--- config.mk ---
export PLATFORM = sky130hd
export DESIGN_NAME = signed_decimal_field_formatter_core
export DESIGN_NICKNAME = d
export VERILOG_FILES = /design/src/rtl/sdf_fmt_pkg.sv /design/src/rtl/signed_decimal_field_formatter_core.sv
export SDC_FILE = /design/constraint.sdc
export NUM_CORES = 1
export LEC_CHECK = 0
export BUFFER_PORTS_ARGS = -buffer_cell sky130_fd_sc_hd__buf_2
export CAP_MARGIN = 10
export CORE_MARGIN = 2
export CORE_UTILIZATION = 48
export DETAILED_ROUTE_END_ITERATION = 12
export PLACE_DENSITY = 0.64
export SKIP_CTS_REPAIR_TIMING = 1
export SLEW_MARGIN = 20
export SYNTH_ARGS = -nofsm -noshare
export SYNTH_HDL_FRONTEND = slang
export SYNTH_SLANG_ARGS = --single-unit
--- constraint.sdc ---
create_clock -name clk_i -period 6.9 [get_ports clk_i]
set_input_delay 1.38 -clock clk_i [delete_from_list [all_inputs] [get_ports clk_i]]
set_output_delay 1.38 -clock clk_i [all_outputs]
set_load 0.005 [all_outputs]
--- src/rtl/sdf_fmt_pkg.sv ---
// shared constants, codes and helpers for the signed decimal field formatter
`timescale 1ns / 1ps

package sdf_fmt_pkg;

  // saturation limit for field width and precision
  localparam int unsigned FIELD_LIMIT = 63;

  // bcd digits needed for the largest magnitude, 2^63
  localparam int unsigned NUM_BCD = 19;
  localparam int unsigned BCD_W   = 4 * NUM_BCD;

  // ascii codes
  localparam logic [7:0] CH_ZERO  = 8'h30;
  localparam logic [7:0] CH_SPACE = 8'h20;
  localparam logic [7:0] CH_PLUS  = 8'h2B;
  localparam logic [7:0] CH_MINUS = 8'h2D;

  // size modes
  localparam logic [2:0] SZ_INT   = 3'd0;
  localparam logic [2:0] SZ_LONG  = 3'd1;
  localparam logic [2:0] SZ_LLONG = 3'd2;
  localparam logic [2:0] SZ_SHORT = 3'd3;
  localparam logic [2:0] SZ_CHAR  = 3'd4;

  // flag bit positions
  localparam int unsigned FL_LEFT  = 0;
  localparam int unsigned FL_PLUS  = 1;
  localparam int unsigned FL_SPACE = 2;
  localparam int unsigned FL_ZERO  = 3;

  // explicit zero precision code
  localparam logic [6:0] PREC_EXPL_ZERO = 7'h7F;

  typedef enum logic [4:0] {
    ST_IDLE = 5'b00001,
    ST_CONV = 5'b00010,
    ST_NORM = 5'b00100,
    ST_SIZE = 5'b01000,
    ST_EMIT = 5'b10000
  } state_e;

  // double dabble correction: add three to every digit of five or more
  function automatic logic [BCD_W-1:0] bcd_adj(input logic [BCD_W-1:0] v);
    logic [BCD_W-1:0] r;
    r = v;
    for (int k = 0; k < NUM_BCD; k++) begin
      if (v[4*k +: 4] >= 4'd5) begin
        r[4*k +: 4] = v[4*k +: 4] + 4'd3;
      end
    end
    return r;
  endfunction

endpackage

--- src/rtl/signed_decimal_field_formatter_core.sv ---
// top level of the signed decimal field formatter
`timescale 1ns / 1ps
// after acceptance an item goes through conversion, leading-zero stripping, sizing and
// emission; the bit-serial double dabble loop takes in 8, 16, 32 or 64 magnitude bits by
// size mode, and the emitter gives one character per cycle, or a lone empty-field marker
// no new request is taken until the block goes idle with the last word of an item; words
// are registered and cannot be held off
// rst_ni clears the sequencer and the word strobe asynchronously; no clearing pass is needed

module signed_decimal_field_formatter_core (
  input  logic        clk_i,
  input  logic        rst_ni,
  input  logic        start_i,
  output logic        busy_o,
  input  logic [63:0] arg_bits_i,
  input  logic [2:0]  size_mode_i,
  input  logic [3:0]  flag_set_i,
  input  logic [5:0]  field_width_i,
  input  logic [6:0]  precision_i,
  output logic        word_valid_o,
  output logic [7:0]  char_code_o,
  output logic        has_char_o,
  output logic        last_o,
  output logic [6:0]  total_count_o
);

  import sdf_fmt_pkg::*;

  // sequencer
  state_e state_q, state_d;

  // serial conversion datapath
  logic [63:0]      mag_q, mag_d;     // magnitude, msb aligned, shifted out one bit a cycle
  logic [BCD_W-1:0] bcd_q, bcd_d;     // decimal accumulator, later the digit shift line
  logic [BCD_W-1:0] bcd_fix;          // accumulator after the add-three step
  logic [6:0]       bit_cnt_q, bit_cnt_d;
  logic [4:0]       ndig_q, ndig_d;

  // decoded request
  logic       left_q, left_d;
  logic       zpad_q, zpad_d;         // zero padding actually in effect
  logic       has_sign_q, has_sign_d;
  logic [7:0] sign_q, sign_d;
  logic [5:0] min_dig_q, min_dig_d;
  logic [5:0] width_q, width_d;

  // emission counters
  logic [6:0] lcnt_q, lcnt_d;         // leading spaces
  logic [6:0] zcnt_q, zcnt_d;         // zero padding plus precision zeros
  logic [6:0] rcnt_q, rcnt_d;         // trailing spaces
  logic [6:0] rem_q, rem_d;           // characters still to go
  logic [6:0] total_q, total_d;

  // output word
  logic       wv_d;
  logic [7:0] ch_d;
  logic       hc_d, last_d;
  logic [6:0] cnt_d;

  // accept-side decode
  logic        accept;
  logic [63:0] sx;
  logic [6:0]  nbits;
  logic        neg;
  logic [63:0] mag;
  logic [63:0] mag_al;
  logic        prec_expl, prec_pos, prec_given;

  // sizing
  logic [6:0] ndig7, md7, nzero, body, w7, pad;

  assign accept = start_i && (state_q == ST_IDLE);
  assign busy_o = (state_q != ST_IDLE);

  assign bcd_fix = bcd_adj(bcd_q);

  // truncate to the selected size and sign extend
  always_comb begin
    unique case (size_mode_i)
      SZ_LONG, SZ_LLONG: begin
        sx    = arg_bits_i;
        nbits = 7'd64;
      end
      SZ_SHORT: begin
        sx    = {{48{arg_bits_i[15]}}, arg_bits_i[15:0]};
        nbits = 7'd16;
      end
      SZ_CHAR: begin
        sx    = {{56{arg_bits_i[7]}}, arg_bits_i[7:0]};
        nbits = 7'd8;
      end
      default: begin
        sx    = {{32{arg_bits_i[31]}}, arg_bits_i[31:0]};
        nbits = 7'd32;
      end
    endcase
    neg = sx[63];
    mag = neg ? (~sx + 64'd1) : sx;
    // left align so the conversion always takes bits from bit 63
    unique case (size_mode_i)
      SZ_LONG, SZ_LLONG: mag_al = mag;
      SZ_SHORT:          mag_al = {mag[15:0], 48'd0};
      SZ_CHAR:           mag_al = {mag[7:0], 56'd0};
      default:           mag_al = {mag[31:0], 32'd0};
    endcase
  end

  // precision decode: explicit zero, positive, or absent
  assign prec_expl  = (precision_i == PREC_EXPL_ZERO);
  assign prec_pos   = !precision_i[6] && (precision_i != 7'd0);
  assign prec_given = prec_expl || prec_pos;

  // field sizing from digit count, precision and width
  always_comb begin
    ndig7 = {2'd0, ndig_q};
    md7   = {1'b0, min_dig_q};
    w7    = {1'b0, width_q};
    nzero = (md7 > ndig7) ? (md7 - ndig7) : 7'd0;
    body  = {6'd0, has_sign_q} + nzero + ndig7;
    pad   = (w7 > body) ? (w7 - body) : 7'd0;
  end

  always_comb begin
    state_d    = state_q;
    mag_d      = mag_q;
    bcd_d      = bcd_q;
    bit_cnt_d  = bit_cnt_q;
    ndig_d     = ndig_q;
    left_d     = left_q;
    zpad_d     = zpad_q;
    has_sign_d = has_sign_q;
    sign_d     = sign_q;
    min_dig_d  = min_dig_q;
    width_d    = width_q;
    lcnt_d     = lcnt_q;
    zcnt_d     = zcnt_q;
    rcnt_d     = rcnt_q;
    rem_d      = rem_q;
    total_d    = total_q;
    wv_d       = 1'b0;
    ch_d       = 8'd0;
    hc_d       = 1'b0;
    last_d     = 1'b0;
    cnt_d      = 7'd0;

    unique case (state_q)
      ST_IDLE: begin
        if (accept) begin
          mag_d      = mag_al;
          bcd_d      = '0;
          bit_cnt_d  = nbits;
          left_d     = flag_set_i[FL_LEFT];
          zpad_d     = flag_set_i[FL_ZERO] && !flag_set_i[FL_LEFT] && !prec_given;
          has_sign_d = neg || flag_set_i[FL_PLUS] || flag_set_i[FL_SPACE];
          priority if (neg) begin
            sign_d = CH_MINUS;
          end else if (flag_set_i[FL_PLUS]) begin
            sign_d = CH_PLUS;
          end else begin
            sign_d = CH_SPACE;
          end
          priority if (prec_expl) begin
            min_dig_d = 6'd0;
          end else if (prec_pos) begin
            min_dig_d = (precision_i > 7'(FIELD_LIMIT)) ? 6'(FIELD_LIMIT) : precision_i[5:0];
          end else begin
            min_dig_d = 6'd1;
          end
          width_d = ({1'b0, field_width_i} > 7'(FIELD_LIMIT)) ? 6'(FIELD_LIMIT)
                                                                : field_width_i;
          state_d = ST_CONV;
        end
      end

      // one magnitude bit per cycle into the bcd accumulator
      ST_CONV: begin
        bcd_d     = {bcd_fix[BCD_W-2:0], mag_q[63]};
        mag_d     = {mag_q[62:0], 1'b0};
        bit_cnt_d = bit_cnt_q - 7'd1;
        if (bit_cnt_q == 7'd1) begin
          ndig_d  = 5'(NUM_BCD);
          state_d = ST_NORM;
        end
      end

      // strip leading zero digits, one per cycle
      ST_NORM: begin
        if ((ndig_q != 5'd0) && (bcd_q[BCD_W-1 -: 4] == 4'd0)) begin
          bcd_d  = {bcd_q[BCD_W-5:0], 4'd0};
          ndig_d = ndig_q - 5'd1;
        end else begin
          state_d = ST_SIZE;
        end
      end

      ST_SIZE: begin
        lcnt_d  = (!left_q && !zpad_q) ? pad : 7'd0;
        zcnt_d  = nzero + (zpad_q ? pad : 7'd0);
        rcnt_d  = left_q ? pad : 7'd0;
        rem_d   = body + pad;
        total_d = body + pad;
        state_d = ST_EMIT;
      end

      // one character per cycle in field order
      ST_EMIT: begin
        wv_d = 1'b1;
        if (rem_q == 7'd0) begin
          // empty field marker
          last_d  = 1'b1;
          state_d = ST_IDLE;
        end else begin
          hc_d   = 1'b1;
          last_d = (rem_q == 7'd1);
          cnt_d  = (rem_q == 7'd1) ? total_q : 7'd0;
          rem_d  = rem_q - 7'd1;
          priority if (lcnt_q != 7'd0) begin
            ch_d   = CH_SPACE;
            lcnt_d = lcnt_q - 7'd1;
          end else if (has_sign_q) begin
            ch_d       = sign_q;
            has_sign_d = 1'b0;
          end else if (zcnt_q != 7'd0) begin
            ch_d   = CH_ZERO;
            zcnt_d = zcnt_q - 7'd1;
          end else if (ndig_q != 5'd0) begin
            ch_d   = CH_ZERO + {4'd0, bcd_q[BCD_W-1 -: 4]};
            bcd_d  = {bcd_q[BCD_W-5:0], 4'd0};
            ndig_d = ndig_q - 5'd1;
          end else begin
            ch_d   = CH_SPACE;
            rcnt_d = rcnt_q - 7'd1;
          end
          if (rem_q == 7'd1) begin
            state_d = ST_IDLE;
          end
        end
      end

      default: state_d = ST_IDLE;
    endcase
  end

  // control state and output word
  always_ff @(posedge clk_i or negedge rst_ni) begin
    if (!rst_ni) begin
      state_q       <= ST_IDLE;
      word_valid_o  <= 1'b0;
      char_code_o   <= 8'd0;
      has_char_o    <= 1'b0;
      last_o        <= 1'b0;
      total_count_o <= 7'd0;
    end else begin
      state_q       <= state_d;
      word_valid_o  <= wv_d;
      char_code_o   <= ch_d;
      has_char_o    <= hc_d;
      last_o        <= last_d;
      total_count_o <= cnt_d;
    end
  end

  // datapath, qualified by the sequencer
  always_ff @(posedge clk_i) begin
    mag_q      <= mag_d;
    bcd_q      <= bcd_d;
    bit_cnt_q  <= bit_cnt_d;
    ndig_q     <= ndig_d;
    left_q     <= left_d;
    zpad_q     <= zpad_d;
    has_sign_q <= has_sign_d;
    sign_q     <= sign_d;
    min_dig_q  <= min_dig_d;
    width_q    <= width_d;
    lcnt_q     <= lcnt_d;
    zcnt_q     <= zcnt_d;
    rcnt_q     <= rcnt_d;
    rem_q      <= rem_d;
    total_q    <= total_d;
  end

endmodule

==> results.yml <==
routing:
  wl_um: 41600
  drtIter0Drc: 1063
  wl_per_cell_um: 18.5
  dr.pass1.iters: 5
  final_antenna_net_count: 0
  dr_total_vias: 13300
  via_per_inst: 5.91
  route.detailed.drc: 0
grt:
  grt_max_degree: 85
  gr-usage-all-layers_pct: 24.5
  grt_pass1_vias: 12500
  grt_overflow_total: 0
  grt_first_pass_wirelength_um: 66700
  antenna_found_initial: 0
cts:
  cts-root-buf: "clkbuf_16"
  cts_made_buffers: 24
  cts.sinks: 218
  cts_tree: "done"
  ctsHtreeMaxLevel: 1
  path_clk_slew_ps: 70
  clock_path_buffers: 3
  clk_latency_ps: 520
setup_path:
  crit_family: "compound AO/OA/AOI/OAI gates"
  timing_worst_setup_path_type: "reg2reg"
  cp-end-kind: "register"
  max_stage_delay_ps: 510
  required_ps: 7170
  path_max_fanout: 7
  worstSetupStartpointType: "register"
  arrival_ps: 6610
  crit_slowest_cell: "edfxtp_1"
  path_buf_inv: 3
synth:
  yosysTopAreaCell: "edfxtp_1"
  ys_warn_count: 0
  synth_edf_count: 198
  netlist_area_mm2: 0.0156
  synth_area_per_cell_um2: 9.08
  ys_ff_latch: 218
  post_synth_num_cell_types: 84
  synthTopCellsByCount: "198 x edfxtp_1, 171 x nand2_1, 159 x o21ai_0, 155 x a21oi_1, 139 x nor2_1"
  synth_area_leaders: "edfxtp_1 38%, ha_1 6.2%, o21ai_0 5.1%"
  synth_ff_type: "edfxtp_1"
  synth_top_area_share_pct: 38.0
  yosysMostFrequentCell: "edfxtp_1"
  yosysSeqAreaShare_pct: 41.3
  syn_inst: 1722
  async_reset_ff_share_pct: 9.17
timing:
  fin_skew_ps: 13.1
  max_freq_mhz: 158
  fin_tns_setup_ps: 0
  fin_ws_ps: 558
  tightest_slew_ps: 1010
  period_share_pct: 91.9
  finalHoldViolCount: 0
  setup_violations: 0
  finalMaxSlewViolations: 0
  slew_headroom_pct: 32.2
  period_minus_slack_ps: 6340
finish:
  drive_gt1_share_pct: 11.6
  layout.nets: 1956
  layout.cells.non_filler: 2244
  areaGrowthSynthToFinish_pct: 10.7
  nFillCells: 2971
  utilization_pct: 53.6
  antenna_cells: 0
placed_design:
  dpl.hpwl_um: 29900
  place_worst_setup_slack_ps: 245
  finalWeightedCongestion: 0.985
  port_buffers: 103
  dp_cells: 2201
power_and_ir_drop:
  power_leakage_nw: 6.65
  power_density_mw_per_mm2: 445
  vdd_drop_max_uv: 303
floorplan:
  floorplan.initialDensity_pct: 48.4
  coreArea_mm2: 0.0323
  die_h_um: 184
  dieArea_mm2: 0.0340
  num_io_pins: 106
  fp.dieW_um: 184
  rows: 66
worst_hold_path:
  min-delay-path-class: "reg2reg"
outcome:
  status: "complete, no violations"
job:
  cap_viol_max_count: 0
worst paths after layout:
check | startpoint | end | slack, ps | cells after the start
min in group asynchronous | rst_ni | state_q[1]$_DFFE_PN0P_ | 810 | 1
setup reg to reg | ndig_q[0]$_SDFFCE_PP1P_ | rem_q[6]$_DFFE_PP_ | 560 | 29
setup / recovery | ndig_q[0]$_SDFFCE_PP1P_ | rem_q[6]$_DFFE_PP_ | 560 | 29
max in group asynchronous | rst_ni | state_q[0]$_DFFE_PN1P_ | 5740 | 1
hold reg to reg | total_q[1]$_DFFE_PP_ | total_count_o[1]$_DFF_PN0_ | 480 | 1
hold / removal | total_q[1]$_DFFE_PP_ | total_count_o[1]$_DFF_PN0_ | 480 | 1
stage by stage:
stage / hold slack, ps / instance area [um^2] / power, W
after floorplan: 427 / 15600 / 0.00551
after global placement: 470 / 16500 / 0.00633
after detailed placement: 481 / 16500 / 0.00646
after CTS: 489 / 17300 / 0.00770
after global routing: 502 / 17300 / 0.00835
final: 485 / 17300 / 0.00770
report_power, final:
part	switching (W)	leakage (nW)	internal, W
Sequential	0.000366	2.17	0.00234
Combinational	0.00231	4.12	0.00149
Clock	0.000517	0.352	0.000680
Total	0.00319	6.65	0.00450
placed cells by master (no fill, tap or decap), drive strengths merged, types with 25 or more instances in the layout:
cell type	synthesis	layout
nor3b	33	33
nor3	43	43
nand2	171	171
xor2	40	40
nand2b	27	27
clkbuf	68	31
inv	92	92
a21oi	155	155
edfxtp	198	198
ha	78	78
o21ai	161	161
nor2b	31	31
xnor2	74	74
buf	24	129
o31ai	25	25
nor2	140	140
per-layer routing:
layer	track usage (%)	share of wire (%)	wire (um)
met3	2.94	6.9	2850
met5	0	0	0
met2	38.4	44	18400
met1	34.5	44	18500
met4	10.3	4.5	1880
sequential cells by signal, indices dropped and copies added, names as in the netlist:
name and flops:
char_code_o 5, mag_q 64, rem_q 7, total_count_o 7, has_char_o 1, sign_q 3
bit_cnt_q 7, state_q 5, total_q 7, zpad_q 1, word_valid_o 1, zcnt_q 7
last_o 1, min_dig_q 6, lcnt_q 7, has_sign_q 1, bcd_q 76, width_q 6
left_q 1, ndig_q 5
final cells by class:
class	instances	area (um^2)	area share (%)
multi-input combinational	1321	8510	49.2
sequential	218	6450	37.3
timing repair buffer	129	711	4.11
clock buffer	31	668	3.86
tap	442	553	3.20
inverter	92	345	2.00
clock inverter	11	58.8	0.340
kinds of logic after synthesis:
family / after synthesis / share of synthesized area, %
multiplexers: 19 / 1.23
AND/OR/NAND/NOR: 580 / 18.6
XOR/XNOR: 114 / 6.39
flip-flops: 218 / 41.3
AO/OA/AOI/OAI: 523 / 20.9
buffers and inverters: 184 / 4.68
adder cells (fa/ha/maj): 83 / 6.89
other: 1 / 0.0240
(Power assumes the default switching activity.)
